**src/hdl/pih_pkg.sv**
```systemverilog
// ----------------------------------------------------------------------------
// pih_pkg
// Widths, codes and control structures shared by the histogrammer modules.
// ----------------------------------------------------------------------------
package pih_pkg;

    localparam int SAMPLE_W   = 14;
    localparam int SLOT_W     = 4;
    localparam int CAT_W      = 2;
    localparam int BIN_W      = 12;
    localparam int LEN_W      = 13;
    localparam int SEND_W     = 12;
    localparam int IDX_W      = 12;
    localparam int SUM_W      = 26;
    localparam int INT_W      = 26;
    localparam int CNT_W      = 24;
    localparam int CFG_IDX_W  = 3;
    localparam int CFG_DATA_W = 26;
    localparam int PROD_W     = 39;
    localparam int NUM_W      = 41;
    localparam int DIV_W      = 40;
    localparam int DVS_W      = 13;
    localparam int BIN_WIDTH  = 100;

    localparam logic [CNT_W-1:0] COUNT_MAX = '1;

    localparam logic OP_SAMPLE  = 1'b0;
    localparam logic OP_READ    = 1'b1;
    localparam logic KIND_TRACE = 1'b0;
    localparam logic KIND_READ  = 1'b1;

    localparam logic [CAT_W-1:0] CAT_GRID    = 2'd0;
    localparam logic [CAT_W-1:0] CAT_CATHODE = 2'd1;

    localparam logic [CFG_IDX_W-1:0] CFG_TRACE_LENGTH   = 3'd0;
    localparam logic [CFG_IDX_W-1:0] CFG_SIGNAL_END     = 3'd1;
    localparam logic [CFG_IDX_W-1:0] CFG_BASELINE_START = 3'd2;
    localparam logic [CFG_IDX_W-1:0] CFG_GRID_LOW       = 3'd3;
    localparam logic [CFG_IDX_W-1:0] CFG_GRID_HIGH      = 3'd4;
    localparam logic [CFG_IDX_W-1:0] CFG_CATHODE_LOW    = 3'd5;
    localparam logic [CFG_IDX_W-1:0] CFG_CATHODE_HIGH   = 3'd6;

    localparam logic [LEN_W-1:0]  RST_TRACE_LENGTH   = 13'd2500;
    localparam logic [SEND_W-1:0] RST_SIGNAL_END     = 12'd1100;
    localparam logic [LEN_W-1:0]  RST_BASELINE_START = 13'd1500;
    localparam logic signed [INT_W-1:0] RST_WIN_LOW  = 26'sd0;
    localparam logic signed [INT_W-1:0] RST_WIN_HIGH = 26'sd200000;

    typedef struct packed {
        logic clr_wr;
        logic smp_acc;
        logic rd_acc;
        logic mul;
        logic sub;
        logic fix;
        logic eval;
        logic addr;
        logic mem_rd;
        logic mem_upd;
        logic load_trace;
        logic load_read;
    } pih_cmd_t;

    typedef struct packed {
        logic clr_last;
        logic is_read;
        logic last;
        logic div_done;
        logic hit;
        logic out_free;
    } pih_sts_t;

endpackage

```
**src/hdl/pih_ctrl.sv**
```systemverilog
// ----------------------------------------------------------------------------
// pih_ctrl
// Sequencer that steps the datapath through clearing, samples and results.
// ----------------------------------------------------------------------------
module pih_ctrl import pih_pkg::*; (
    input  logic     aclk,
    input  logic     aresetn,
    input  logic     s_valid,
    output logic     s_ready,
    input  pih_sts_t sts,
    output pih_cmd_t cmd
);

    typedef enum logic [3:0] {
        ST_CLEAR, ST_IDLE, ST_MUL, ST_SUB, ST_DIVI, ST_FIX, ST_EVAL,
        ST_ADDR, ST_MRD, ST_MUPD, ST_TLOAD, ST_RMEM, ST_RLOAD
    } state_t;

    state_t state_reg;
    state_t state_next;

    always_comb begin
        cmd        = '0;
        state_next = state_reg;
        case (state_reg)
            ST_CLEAR: begin
                cmd.clr_wr = 1'b1;
                if (sts.clr_last) begin
                    state_next = ST_IDLE;
                end
            end
            ST_IDLE: begin
                if (s_valid) begin
                    if (sts.is_read) begin
                        cmd.rd_acc = 1'b1;
                        state_next = ST_RMEM;
                    end else begin
                        cmd.smp_acc = 1'b1;
                        if (sts.last) begin
                            state_next = ST_MUL;
                        end
                    end
                end
            end
            ST_MUL: begin
                cmd.mul    = 1'b1;
                state_next = ST_SUB;
            end
            ST_SUB: begin
                cmd.sub    = 1'b1;
                state_next = ST_DIVI;
            end
            ST_DIVI: begin
                if (sts.div_done) begin
                    state_next = ST_FIX;
                end
            end
            ST_FIX: begin
                cmd.fix    = 1'b1;
                state_next = ST_EVAL;
            end
            ST_EVAL: begin
                cmd.eval   = 1'b1;
                state_next = sts.hit ? ST_ADDR : ST_TLOAD;
            end
            ST_ADDR: begin
                cmd.addr   = 1'b1;
                state_next = ST_MRD;
            end
            ST_MRD: begin
                cmd.mem_rd = 1'b1;
                state_next = ST_MUPD;
            end
            ST_MUPD: begin
                cmd.mem_upd = 1'b1;
                state_next  = ST_TLOAD;
            end
            ST_TLOAD: begin
                if (sts.out_free) begin
                    cmd.load_trace = 1'b1;
                    state_next     = ST_IDLE;
                end
            end
            ST_RMEM: begin
                cmd.mem_rd = 1'b1;
                state_next = ST_RLOAD;
            end
            ST_RLOAD: begin
                if (sts.out_free) begin
                    cmd.load_read = 1'b1;
                    state_next    = ST_IDLE;
                end
            end
            default: begin
                state_next = ST_IDLE;
            end
        endcase
    end

    assign s_ready = (state_reg == ST_IDLE);

    always_ff @(posedge aclk) begin
        if (!aresetn) begin
            state_reg <= ST_CLEAR;
        end else begin
            state_reg <= state_next;
        end
    end

endmodule

```
**config.mk**
```make
export PLATFORM = sky130hd
export DESIGN_NAME = pih_ctrl
export DESIGN_NICKNAME = d
export VERILOG_FILES = /design/src/hdl/pih_pkg.sv /design/src/hdl/pih_ctrl.sv
export SDC_FILE = /design/constraint.sdc
export NUM_CORES = 1
export LEC_CHECK = 0
export BUFFER_PORTS_ARGS = -buffer_cell sky130_fd_sc_hd__clkbuf_2
export CORE_AREA = 2 2 39 41
export DETAILED_ROUTE_END_ITERATION = 10
export DIE_AREA = 0 0 41 43
export PLACE_DENSITY = 0.67
export SETUP_SLACK_MARGIN = 0.05
export SYNTH_ARGS = -nofsm -noshare
export SYNTH_HDL_FRONTEND = slang
export SYNTH_SLANG_ARGS = --single-unit
```
**constraint.sdc**
```tcl
create_clock -name aclk -period 2.2 [get_ports aclk]
set_clock_uncertainty 0.15 [all_clocks]
set_input_delay 0.44 -clock aclk [delete_from_list [all_inputs] [get_ports aclk]]
set_output_delay 0.44 -clock aclk [all_outputs]
set_load 0.01 [all_outputs]
```
Word level (Yosys, flattened, before mapping) --
Index checks and enable logic that the tools add are counted.
Cells by class: equality and inequality tests 17, muxes and demuxes 23, reduce and logical (&&, ||, !) cells 4
Operators by type and width (number):
- $pmux 4 s12 | 1
- $mux 4 | 7
- $eq 4x4->1 const B | 5
- $eq 4x3->1 const B | 4
- $mux 1 | 13
- $eq 4x2->1 const B | 2
- $ne 2x2->1 const B | 3
- $reduce_and 5->1 | 1
- $eq 4x1->1 const B | 1
- $logic_not 4->1 | 1
- $mux 2 | 2
- $reduce_or 2->1 | 2
- $ne 3x1->1 const B | 1
- $ne 2x1->1 const B | 1
Storage, ports and cells: register bits 4, bits of input ports 9, output and inout port bits 13

Logic depth before layout (Yosys ltp) --
Gate-level depths: netlist (run 1).
depth in word-level cells 4, gate-level depth with buffers 5

Worst setup path before layout (run 1) --
Ideal clock, no wire load.
kind register to output, start point register state_reg[2], end point output port cmd[0] (netlist bit), arrival 1.074 ns, setup slack 0.536 ns, cell stages (with the launch flop) 5, path through dfxtp_1 buf_2 buf_2 nand2_1 nor4_1
RTL lines:
- start: declaration | line pih_ctrl.sv:19 | state_t state_reg;
- start signal: assignment | line pih_ctrl.sv:106 | state_reg <= state_next;
- end: declaration | line pih_ctrl.sv:11 | output pih_cmd_t cmd

==> qor.log, run 1 <==
qor: layout.antenna_cells 0
qor: timing.tightestPinTransition 404 ps
qor: outcome.outcome finished clean
qor: timing.grt_setup_unrepaired no
qor: grt.grt_antenna_before_repair 0
qor: route.drc 0
qor: synthesis.syn_area 419 um2
qor: synthesis.synthesis.nets 69
qor: clocking.cts-root-to-sink-buffers 2
qor: worst_setup_path.crit_required 1610 ps
qor: power.share_comb_of_total_power 51.3%
qor: synthesis.netlist-cell-type-count 28
qor: layout.final_common_cell sky130_fd_sc_hd__clkbuf_2
qor: clocking.cts_buf_count 3
qor: route.drtIter0Drc 10
qor: route.routed_wire_length 1010 um
qor: power.share_clk_of_total_power 16.0%
qor: synthesis.ys_seq_area_share 19.1%
qor: floorplan.effective_utilization_at_floorplan 30.3%
qor: timing.drv_slew 0
qor: worst_setup_path.cp_launch_type flop
qor: clocking.post-cts-setup-buffers 0
qor: layout.most-common-layout-cells sky130_fd_sc_hd__clkbuf_2 (21), sky130_fd_sc_hd__nand2_1 (7), sky130_fd_sc_hd__nor2_1 (6), sky130_fd_sc_hd__nor3_1 (5)
qor: placement.place.detailed.hpwl 817 um
qor: synthesis.netlist.top_cell.by_area sky130_fd_sc_hd__dfxtp_1
qor: power.fin_total_pwr 0.540 mW
qor: job.drv.max_cap_violation_count 0
qor: grt.largest_net_degree_at_the_start_of_global_routing 18
qor: floorplan.placementRows 14
qor: clocking.cts_repair_resize_count 0
qor: layout.layout-area-overhead-vs-synth 30.1%
qor: power.cell_internal_pwr 0.294 mW
qor: timing.hold_viol 0
qor: synthesis.synth.yosys.warnings 0
qor: floorplan.coreArea 1380 um2
qor: layout.drive_above_1_share 38.0%
qor: worst_setup_path.critical-path-max-stage-delay 560 ps
qor: route.avgViaCountPerCell 5.28
qor: worst_setup_path.worst_setup_path_end_kind output pin
qor: layout.layout.core_utilization 39.4%
qor: worst_setup_path.timing.critical_path.fanout_max 12
qor: power.power_density 990 nW/um2
qor: placement.finalWeightedCongestion 0.710
qor: min_path.hold_path_startpoint aresetn
qor: placement.pre_cts_slack 315 ps
qor: route.dr_total_vias 502
qor: synthesis.synthesized_instance_count 60
qor: power.ir_worst_vdd 0.000409 V
qor: clocking.cts-hold-fix-buffers 0
qor: power.power.switching_fraction 45.5%
qor: route.final_antenna_net_count 0
qor: route.drt_pass_1_iters 4
qor: grt.grt_pass1_wl 1700 um
qor: route.route.detailed.wl_per_inst 10.6 um
qor: grt.grt_use_total 13.6%
qor: worst_setup_path.cp_data_arrival_time 1380 ps
qor: timing.fmaxAchievable 0.508 GHz
qor: synthesis.netlist_top_cells_area sky130_fd_sc_hd__dfxtp_1 (19%), sky130_fd_sc_hd__nand2_1 (6.3%), sky130_fd_sc_hd__nor3_1 (6.0%)
qor: power.p_sw 0.246 mW
qor: clocking.tritoncts built
qor: worst_setup_path.timing.rr.start state_reg[3]
qor: worst_setup_path.critical_path.slowest_cell sky130_fd_sc_hd__dfxtp_1
qor: layout.num-nets-final 90
qor: timing.final.hold.worst_slack 317 ps
qor: min_path.worst_hold_path_type primary input to flop
qor: power.share_of_power_burned_in_registers 32.8%
qor: grt.gr-total-overflow 0
qor: layout.largest_register_ffs 4
qor: timing.timing.max_slew.rel_slack 73.0%
qor: timing.finalSetupViolCount 0
qor: synthesis.synth-seq-cells 4
qor: placement.numPortBuffers 21
qor: worst_setup_path.cp_bufs_invs 2
qor: clocking.cts_max_level 1
qor: clocking.cts.sink_count 4
qor: worst_setup_path.kind_of_cell_adding_the_most_delay_to_the_critical_path flip-flops
qor: floorplan.dieWidth 41 um
qor: synthesis.post_synth.cell_area_avg 6.99 um2
qor: clocking.clkLatencyLatePin 230 ps
qor: timing.timing.setup.tns 0 ps
qor: floorplan.die_h 43 um
qor: floorplan.boundaryPins 22
qor: worst_setup_path.timing.critical_path.cells inv_1 > nor4_1 > clkbuf_2
qor: grt.first_global_vias 423
qor: clocking.clock-root-buffer sky130_fd_sc_hd__clkbuf_4
qor: worst_setup_path.crit_path_start state_reg[3]
qor: worst_setup_path.worst-setup-path-type flop to output pin
qor: power.p_leak 0.248 nW
qor: timing.layout_worst_path_cycle_share 89.4%
qor: clocking.path_clk_slew 40 ps
qor: synthesis.post_synth_top_area_share 19.1%
qor: floorplan.fp.dieArea 1760 um2
qor: timing.setup_slack 232 ps
qor: timing.final.min_clock_period 1970 ps
[cell type report]
| type | count | area (um2) |
|---|---|---|
| clock buffers | 3 | 22.5 |
| fillers | 168 | 838 |
| inverters | 3 | 11.3 |
| multi-input cells | 48 | 303 |
| flip-flops and latches | 4 | 83.8 |
| well taps | 16 | 20.0 |
| repair buffers | 21 | 105 |
[stage by stage]
stage	cells	cell area (um2)
finish	95	546
global route	95	546
CTS	95	539
detailed placement	92	517
global placement	92	517
floorplan	60	419
[kinds of logic after synthesis]
logic type                share of synthesized area [%]
and+or+nand+nor                                    39.7
buffers and inverters                              9.25
muxes                                              2.39
DFF                                                19.1
xor gates and xnor gates                           3.88
AOI/OAI and AO/OA                                  25.7
[power groups by stage]
| stage | Combinational, mW | Sequential, mW | Clock [mW] |
|---|---|---|---|
| after global placement | 0.273 | 0.171 | 0 |
| after CTS | 0.278 | 0.170 | 0.0930 |
| final | 0.277 | 0.177 | 0.0862 |
| after detailed placement | 0.278 | 0.171 | 0 |
| after floorplan | 0.276 | 0.104 | 0 |
| after global routing | 0.317 | 0.189 | 0.0927 |
[worst paths after layout]
check | to | slack (ps) | cells past startpoint
worst max-delay path | cmd[0] | 230 | 3
worst min-delay path | state_reg[2] | 320 | 2
worst max register to register | state_reg[3] | 520 | 4
worst min register to register | state_reg[2] | 550 | 1
[worst register-to-register path, cell delays in order, from the launching register on]
cell and delay (ps):
sky130_fd_sc_hd__dfxtp_1 560, sky130_fd_sc_hd__or3b_1 420, sky130_fd_sc_hd__or2_0 210, sky130_fd_sc_hd__o221ai_1 70, sky130_fd_sc_hd__and4_1 210
[per-layer routing]
| layer | track usage [%] | part of all wire, % | routed length (um) |
|---|---|---|---|
| met5 | 0 | 0 | 0 |
| met4 | 6.00 | 0 | 0 |
| met3 | 1.57 | 4.8 | 48 |
| met2 | 21.3 | 50 | 505 |
| met1 | 17.7 | 45 | 454 |
[synthesized netlist by cell type]
master / number
sky130_fd_sc_hd__or3b_1: 1
sky130_fd_sc_hd__o31ai_1: 1
sky130_fd_sc_hd__nor2_1: 6
sky130_fd_sc_hd__nor2b_1: 2
sky130_fd_sc_hd__o21ai_0: 3
sky130_fd_sc_hd__mux2i_1: 1
sky130_fd_sc_hd__dfxtp_1: 4
sky130_fd_sc_hd__and4_1: 1
sky130_fd_sc_hd__nor3_2: 1
sky130_fd_sc_hd__and3_1: 1
sky130_fd_sc_hd__o211a_1: 1
sky130_fd_sc_hd__nand2_1: 7
sky130_fd_sc_hd__inv_1: 3
sky130_fd_sc_hd__a2bb2oi_1: 1
sky130_fd_sc_hd__xnor2_2: 1
sky130_fd_sc_hd__buf_4: 1
sky130_fd_sc_hd__o221a_1: 1
sky130_fd_sc_hd__or2_0: 1
sky130_fd_sc_hd__a22oi_1: 1
sky130_fd_sc_hd__nor4_1: 2
sky130_fd_sc_hd__nor4b_1: 1
sky130_fd_sc_hd__a21oi_1: 3
sky130_fd_sc_hd__o21a_1: 1
sky130_fd_sc_hd__o221ai_1: 2
sky130_fd_sc_hd__buf_2: 4
sky130_fd_sc_hd__nor3_1: 5
sky130_fd_sc_hd__nand2b_1: 3
sky130_fd_sc_hd__a21boi_1: 1
Power figures use the tool's default switching activity.
==> run 2, diff against run 1 <==
- GPL_TIMING_DRIVEN: unset -> 0
- PLACE_DENSITY: 0.67 -> unset
==> run 2 against run 1 <==
Final cell count up 5.3%. Cell area up 3.9%. First-iteration DRC count down 50%. Wire length up 9.7%. Highest routed layer unchanged.
==> qor.log, run 2 (synthesis gave the netlist of run 1 again) <==
qor: outcome.outcome finished clean
qor: worst_setup_path.critical_path.slowest_cell sky130_fd_sc_hd__dfxtp_1
qor: grt.largest_net_degree_at_the_start_of_global_routing 11 [-7]
qor: layout.multi_input_logic_area 300 um2 [-0.83%]
qor: floorplan.coreArea 1380 um2 [unchanged]
qor: clocking.cts_buf_count 3 [unchanged]
qor: worst_setup_path.timing.rr.start state_reg[1]
qor: layout.layout-area-overhead-vs-synth 35.2%
qor: clocking.tritoncts built
qor: worst_setup_path.kind_of_cell_adding_the_most_delay_to_the_critical_path buffers and inverters
qor: worst_setup_path.worst_setup_path_end_kind output pin
qor: route.dr_total_vias 521 [+3.8%]
qor: min_path.hold_depth 2 [unchanged]
qor: route.drc 0 [unchanged]
qor: clocking.cts-root-to-sink-buffers 2 [unchanged]
qor: layout.final_common_cell sky130_fd_sc_hd__clkbuf_2
qor: timing.layout_worst_path_cycle_share 90.0% [+0.54 points]
qor: layout.layout.cells.non_filler 100 [+5.3%]
qor: clocking.cts_max_level 1 [unchanged]
qor: clocking.clock-root-buffer sky130_fd_sc_hd__clkbuf_4
qor: timing.tightestPinTransition 275 ps [-129 ps]
qor: floorplan.placementRows 14 [unchanged]
qor: job.drv.max_cap_violation_count 0 [unchanged]
qor: worst_setup_path.worst-r2r-setup-slack 630 ps [+110 ps]
qor: worst_setup_path.crit_required 1610 ps [about the same]
qor: timing.timing.max_slew.rel_slack 81.6% [+8.6 points]
qor: clocking.cts-hold-fix-buffers 0 [unchanged]
qor: placement.place.detailed.hpwl 883 um [+8.0%]
qor: min_path.hold_path_startpoint aresetn
qor: timing.final.hold.worst_slack 324 ps [+6.76 ps]
qor: worst_setup_path.timing.critical_path.cells buf_2 > buf_2 > nand2_1 > nor4_1 > clkbuf_2
qor: grt.gr-total-overflow 0 [unchanged]
qor: floorplan.fp.dieArea 1760 um2 [unchanged]
qor: timing.final.min_clock_period 1980 ps [+11.9 ps]
qor: clocking.clkLatencyLatePin 240 ps [about the same]
qor: min_path.worst_hold_path_type primary input to flop
qor: grt.grt_antenna_before_repair 0 [unchanged]
qor: layout.largest_register_ffs 4 [unchanged]
qor: route.drt_pass_1_iters 4 [unchanged]
qor: floorplan.die_h 43 um [unchanged]
qor: timing.grt_setup_unrepaired no
qor: worst_setup_path.timing.critical_path.fanout_max 10 [-2]
qor: layout.antenna_cells 0 [unchanged]
qor: layout.register_area 80.1 um2 [-4.5%]
qor: grt.grt_use_total 12.2% [-1.3 points]
qor: placement.numPortBuffers 21 [unchanged]
qor: route.route.detailed.wl_per_inst 11.1 um [+4.2%]
qor: timing.drv_slew 0 [unchanged]
qor: route.drtIter0Drc 5 [-5]
qor: power.p_leak 0.272 nW [+9.9%]
qor: worst_setup_path.cp_bufs_invs 3 [+1]
qor: layout.fillerInstances 156 [-7.1%]
qor: placement.dpl.cell_count 97 [+5.4%]
qor: worst_setup_path.rr_worst_depth 5 [+1]
qor: timing.finalSetupViolCount 0 [unchanged]
qor: floorplan.dieWidth 41 um [unchanged]
qor: worst_setup_path.cp_data_arrival_time 1390 ps [about the same]
qor: floorplan.boundaryPins 22 [unchanged]
qor: power.ir_worst_vdd 0.000324 V [-21%]
qor: route.final_antenna_net_count 0 [unchanged]
qor: floorplan.effective_utilization_at_floorplan 30.3% [unchanged]
qor: layout.most-common-layout-cells sky130_fd_sc_hd__clkbuf_2 (21), sky130_fd_sc_hd__nand2_1 (7), sky130_fd_sc_hd__nor2_1 (6), sky130_fd_sc_hd__nor3_1 (5)
qor: worst_setup_path.rr_endpoint state_reg[2]
qor: clocking.cts_repair_resize_count 0 [unchanged]
qor: layout.drive_above_1_share 36.9% [-1.1 points]
qor: timing.hold_viol 0 [unchanged]
qor: route.routed_wire_length 1110 um [+9.7%]
qor: power.power_density 1000 nW/um2 [+1.4%]
qor: route.avgViaCountPerCell 5.21 [-1.4%]
qor: worst_setup_path.critical-path-max-stage-delay 290 ps [-270 ps]
qor: clocking.post-cts-setup-buffers 0 [unchanged]
qor: worst_setup_path.crit_top_cell sky130_fd_sc_hd__buf_2
qor: placement.finalWeightedCongestion 0.785 [+11%]
qor: timing.fmaxAchievable 0.505 GHz [-0.60%]
qor: grt.first_global_vias 407 [-3.8%]
qor: layout.num-nets-final 95 [+5.6%]
qor: timing.timing.setup.tns 0 ps [unchanged]
qor: clocking.path_clk_slew 40 ps [about the same]
qor: clocking.cts.sink_count 4 [unchanged]
qor: layout.layout.core_utilization 41.0% [+1.5 points]
qor: min_path.timing.hold.worst_endpoint state_reg[2]
qor: worst_setup_path.worst-setup-path-type flop to output pin
qor: grt.grt_pass1_wl 1560 um [-8.1%]
qor: worst_setup_path.cp_launch_type flop
==> run 2: cell types whose count changed in the layout (fill, tap and decap cells not counted) <==
cell and change:
sky130_fd_sc_hd__nand2b_2 -1, sky130_fd_sc_hd__dfxtp_2 -3, sky130_fd_sc_hd__dfxtp_1 +3, sky130_fd_sc_hd__nand2b_1 +1
sky130_fd_sc_hd__buf_2 +4, sky130_fd_sc_hd__buf_4 +1
==> run 2: final cells by class <==
type	instances	share of cell area (%)
Inverter	3	1.99
Multi-Input combinational cell	48	53.0
Tap cell	16	3.53
Clock buffer	3	3.97
Timing Repair Buffer	21	18.5
Buffer	5	4.86
Sequential cell	4	14.1
==> run 2: worst max path at each step <==
stage                            start     end  cells past startpoint
after floorplan           state_reg[2]  cmd[0]                      4
after global placement    state_reg[2]  cmd[0]                      5
after detailed placement  state_reg[2]  cmd[0]                      5
after CTS                 state_reg[2]  cmd[0]                      5
after global routing      state_reg[2]  cmd[0]                      5
final                     state_reg[2]  cmd[0]                      5
==> run 2: power breakdown <==
group | internal (mW) | switching [mW] | total, mW
clock network | 0.0611 | 0.0311 | 0.0922
registers | 0.0939 | 0.0120 | 0.106
logic | 0.154 | 0.217 | 0.371
==> run 2: stage by stage <==
step                      total power [mW]  worst slack [ps]  cell area [um2]
after global placement               0.478               478              544
after global routing                 0.611               116              567
final                                0.569               221              567
after floorplan                      0.380               536              419
after detailed placement             0.475               464              544
after CTS                            0.572               205              567
==> run 2: layer usage <==
metal	up-vias	track usage [%]	wire (um)
met5	-	0	0
met2	21	22.5	546
li1	265	-	-
met1	235	13.1	481
met4	0	2.00	0
met3	0	3.14	78
==> run 3, diff against run 2 <==
- CELL_PAD_IN_SITES_DETAIL_PLACEMENT: unset -> 0
- CELL_PAD_IN_SITES_GLOBAL_PLACEMENT: unset -> 2
- CORE_AREA: 2 2 39 41 -> unset
- CORE_UTILIZATION: unset -> 22
- DIE_AREA: 0 0 41 43 -> unset
- PLACE_DENSITY_LB_ADDON: unset -> 0.1
==> run 3 against run 2 <==
Clock power increased by 7.6%. First-iteration DRC count increased to 3.4 times the previous value. Critical path depth stayed put. Largest cell class unchanged. Non-clock buffer count did not move. Flip-flop and latch count did not move. Combinational power increased by 2%.
==> qor.log, run 3 (synthesis gave the netlist of run 1 again) <==
qor: grt.first_global_vias 433 [+6.4%]
qor: worst_setup_path.crit_required 1610 ps [about the same]
qor: worst_setup_path.critical-path-max-stage-delay 290 ps [about the same]
qor: layout.num-nets-final 95 [unchanged]
qor: power.cell_internal_pwr 0.310 mW [+0.24%]
qor: route.final_antenna_net_count 0 [unchanged]
qor: worst_setup_path.kind_of_cell_adding_the_most_delay_to_the_critical_path buffers and inverters
qor: grt.grt_antenna_before_repair 0 [unchanged]
qor: worst_setup_path.crit_path_start state_reg[2]
qor: floorplan.effective_utilization_at_floorplan 23.8% [-6.5 points]
qor: grt.grt_use_total 14.0% [+1.8 points]
qor: clocking.cts-root-to-sink-buffers 2 [unchanged]
qor: clocking.path_clk_slew 40 ps [about the same]
qor: layout.multi_input_logic_area 305 um2 [+1.7%]
qor: layout.largest_register_ffs 4 [unchanged]
qor: route.routed_wire_length 1240 um [+12%]
qor: worst_setup_path.timing.critical_path.fanout_max 10 [unchanged]
qor: floorplan.fp.dieArea 2080 um2 [+18%]
qor: job.drv.max_cap_violation_count 0 [unchanged]
qor: placement.finalWeightedCongestion 0.754 [-4.0%]
qor: timing.hold_viol 0 [unchanged]
qor: worst_setup_path.worst_setup_path_end_kind output pin
qor: placement.numPortBuffers 21 [unchanged]
qor: route.dr_total_vias 515 [-1.2%]
qor: power.power.switching_fraction 46.8% [+1.1 points]
qor: worst_setup_path.worst-r2r-setup-slack 640 ps [about the same]
qor: grt.largest_net_degree_at_the_start_of_global_routing 11 [unchanged]
qor: route.route.detailed.wl_per_inst 11.3 um [+2.5%]
qor: worst_setup_path.critical_path.slowest_cell sky130_fd_sc_hd__dfxtp_1
qor: route.avgViaCountPerCell 4.72 [-9.3%]
qor: timing.fmaxAchievable 0.497 GHz [-1.6%]
qor: layout.layout-area-overhead-vs-synth 39.1%
qor: grt.grt_pass1_wl 2040 um [+31%]
qor: floorplan.boundaryPins 22 [unchanged]
qor: worst_setup_path.critical_path_endpoint cmd[1]
qor: worst_setup_path.timing.rr.start state_reg[1]
qor: clocking.clkLatencyLatePin 250 ps [about the same]
qor: worst_setup_path.cp_data_arrival_time 1420 ps [+30 ps]
qor: layout.register_area 80.1 um2 [unchanged]
qor: floorplan.placementRows 15 [+1]
qor: clocking.clock-root-buffer sky130_fd_sc_hd__clkbuf_4
qor: timing.drv_slew 0 [unchanged]
qor: layout.antenna_cells 0 [unchanged]
qor: clocking.cts-hold-fix-buffers 0 [unchanged]
qor: worst_setup_path.crit_top_cell sky130_fd_sc_hd__buf_2
qor: layout.drive_above_1_share 38.1% [+1.2 points]
qor: floorplan.die_h 45.7 um [+6.2%]
qor: clocking.cts_buf_count 3 [unchanged]
qor: layout.layout.core_utilization 33.0% [-7.9 points]
qor: worst_setup_path.rr_worst_depth 5 [unchanged]
qor: timing.final.min_clock_period 2010 ps [+31.9 ps]
qor: worst_setup_path.cp_launch_type flop
qor: grt.gr-total-overflow 0 [unchanged]
qor: timing.layout_worst_path_cycle_share 91.4% [+1.4 points]
qor: timing.timing.max_slew.rel_slack 79.9% [-1.7 points]
qor: power.share_clk_of_total_power 17.1% [+0.9 points]
qor: worst_setup_path.timing.critical_path.cells buf_2 > buf_2 > nand2b_1 > nor3_1 > clkbuf_2
qor: route.drt_pass_1_iters 4 [unchanged]
qor: clocking.cts_max_level 1 [unchanged]
qor: clocking.tritoncts built
qor: route.drc 0 [unchanged]
qor: worst_setup_path.rr_endpoint state_reg[2]
qor: worst_setup_path.worstSetupPathDepth 5 [unchanged]
qor: clocking.cts.sink_count 4 [unchanged]
qor: timing.finalSetupViolCount 0 [unchanged]
qor: placement.place.detailed.hpwl 919 um [+4.1%]
qor: power.ir_worst_vdd 0.000324 V [-0.20%]
qor: min_path.worst_hold_path_type primary input to flop
qor: power.p_leak 0.275 nW [+1.1%]
qor: layout.fillerInstances 217 [+39%]
qor: timing.tightestPinTransition 301 ps [+25.8 ps]
qor: floorplan.dieWidth 45.7 um [+11%]
qor: worst_setup_path.cp_bufs_invs 3 [unchanged]
qor: power.share_of_power_burned_in_registers 18.1% [-0.5 points]
qor: timing.grt_setup_unrepaired no
qor: floorplan.coreArea 1760 um2 [+27%]
qor: power.share_comb_of_total_power 64.9% [-0.3 points]
qor: layout.final_common_cell sky130_fd_sc_hd__clkbuf_2
qor: route.drtIter0Drc 17 [+12]
qor: worst_setup_path.worst-setup-path-type flop to output pin
qor: power.power_density 998 nW/um2 [-0.60%]
qor: timing.timing.setup.tns 0 ps [unchanged]
qor: power.p_sw 0.272 mW [+4.6%]
qor: outcome.outcome finished clean
qor: min_path.hold_path_startpoint aresetn
qor: layout.most-common-layout-cells sky130_fd_sc_hd__clkbuf_2 (21), sky130_fd_sc_hd__nand2_1 (7), sky130_fd_sc_hd__nor2_1 (6)
run 3: repair_timing:
item	in CTS	in global routing
buffers inserted	0	0
setup endpoints to repair	0	1
resized for setup	0	1
run 3: power by group through the flow:
stage               Combinational [mW]  Sequential [mW]  Clock [mW]
floorplan                        0.276            0.104           0
global placement                 0.385            0.106           0
detailed placement               0.375            0.106           0
CTS                              0.377            0.105       0.100
global route                     0.421            0.108       0.111
finish                           0.378            0.105      0.0992
run 3: how the worst min path moves through the flow:
stage	slack, ps	cells past startpoint	end
global route	300	2	state_reg[2]
floorplan	420	2	state_reg[1]
finish	310	2	state_reg[2]
global placement	450	2	state_reg[1]
CTS	310	2	state_reg[2]
detailed placement	460	2	state_reg[1]
run 3: through the flow:
stage	power (mW)	hold slack, ps	setup slack (ps)	instances	instance area (um2)
CTS	0.582	307	180	109	578
detailed placement	0.482	458	453	106	556
finish	0.582	308	189	109	583
global route	0.640	303	62.2	109	583
floorplan	0.380	415	536	60	419
global placement	0.491	453	443	106	556
run 3: layout make-up:
class | instances | area share [%]
sequential | 4 | 13.7
timing repair buffer | 21 | 18.0
inverter | 3 | 1.93
buffer | 5 | 4.72
multi-input combinational | 48 | 52.4
clock buffer | 3 | 3.86
tap | 25 | 5.36
run 3: per-layer routing:
metal	routed length, um	vias up	part of all wire, %	GRT usage (%)
met5	0	-	0	0
met4	17	0	1.4	7.27
met3	37	3	3.0	3.57
met2	598	10	48	19.4
met1	583	238	47	19.5
li1	-	264	-	-
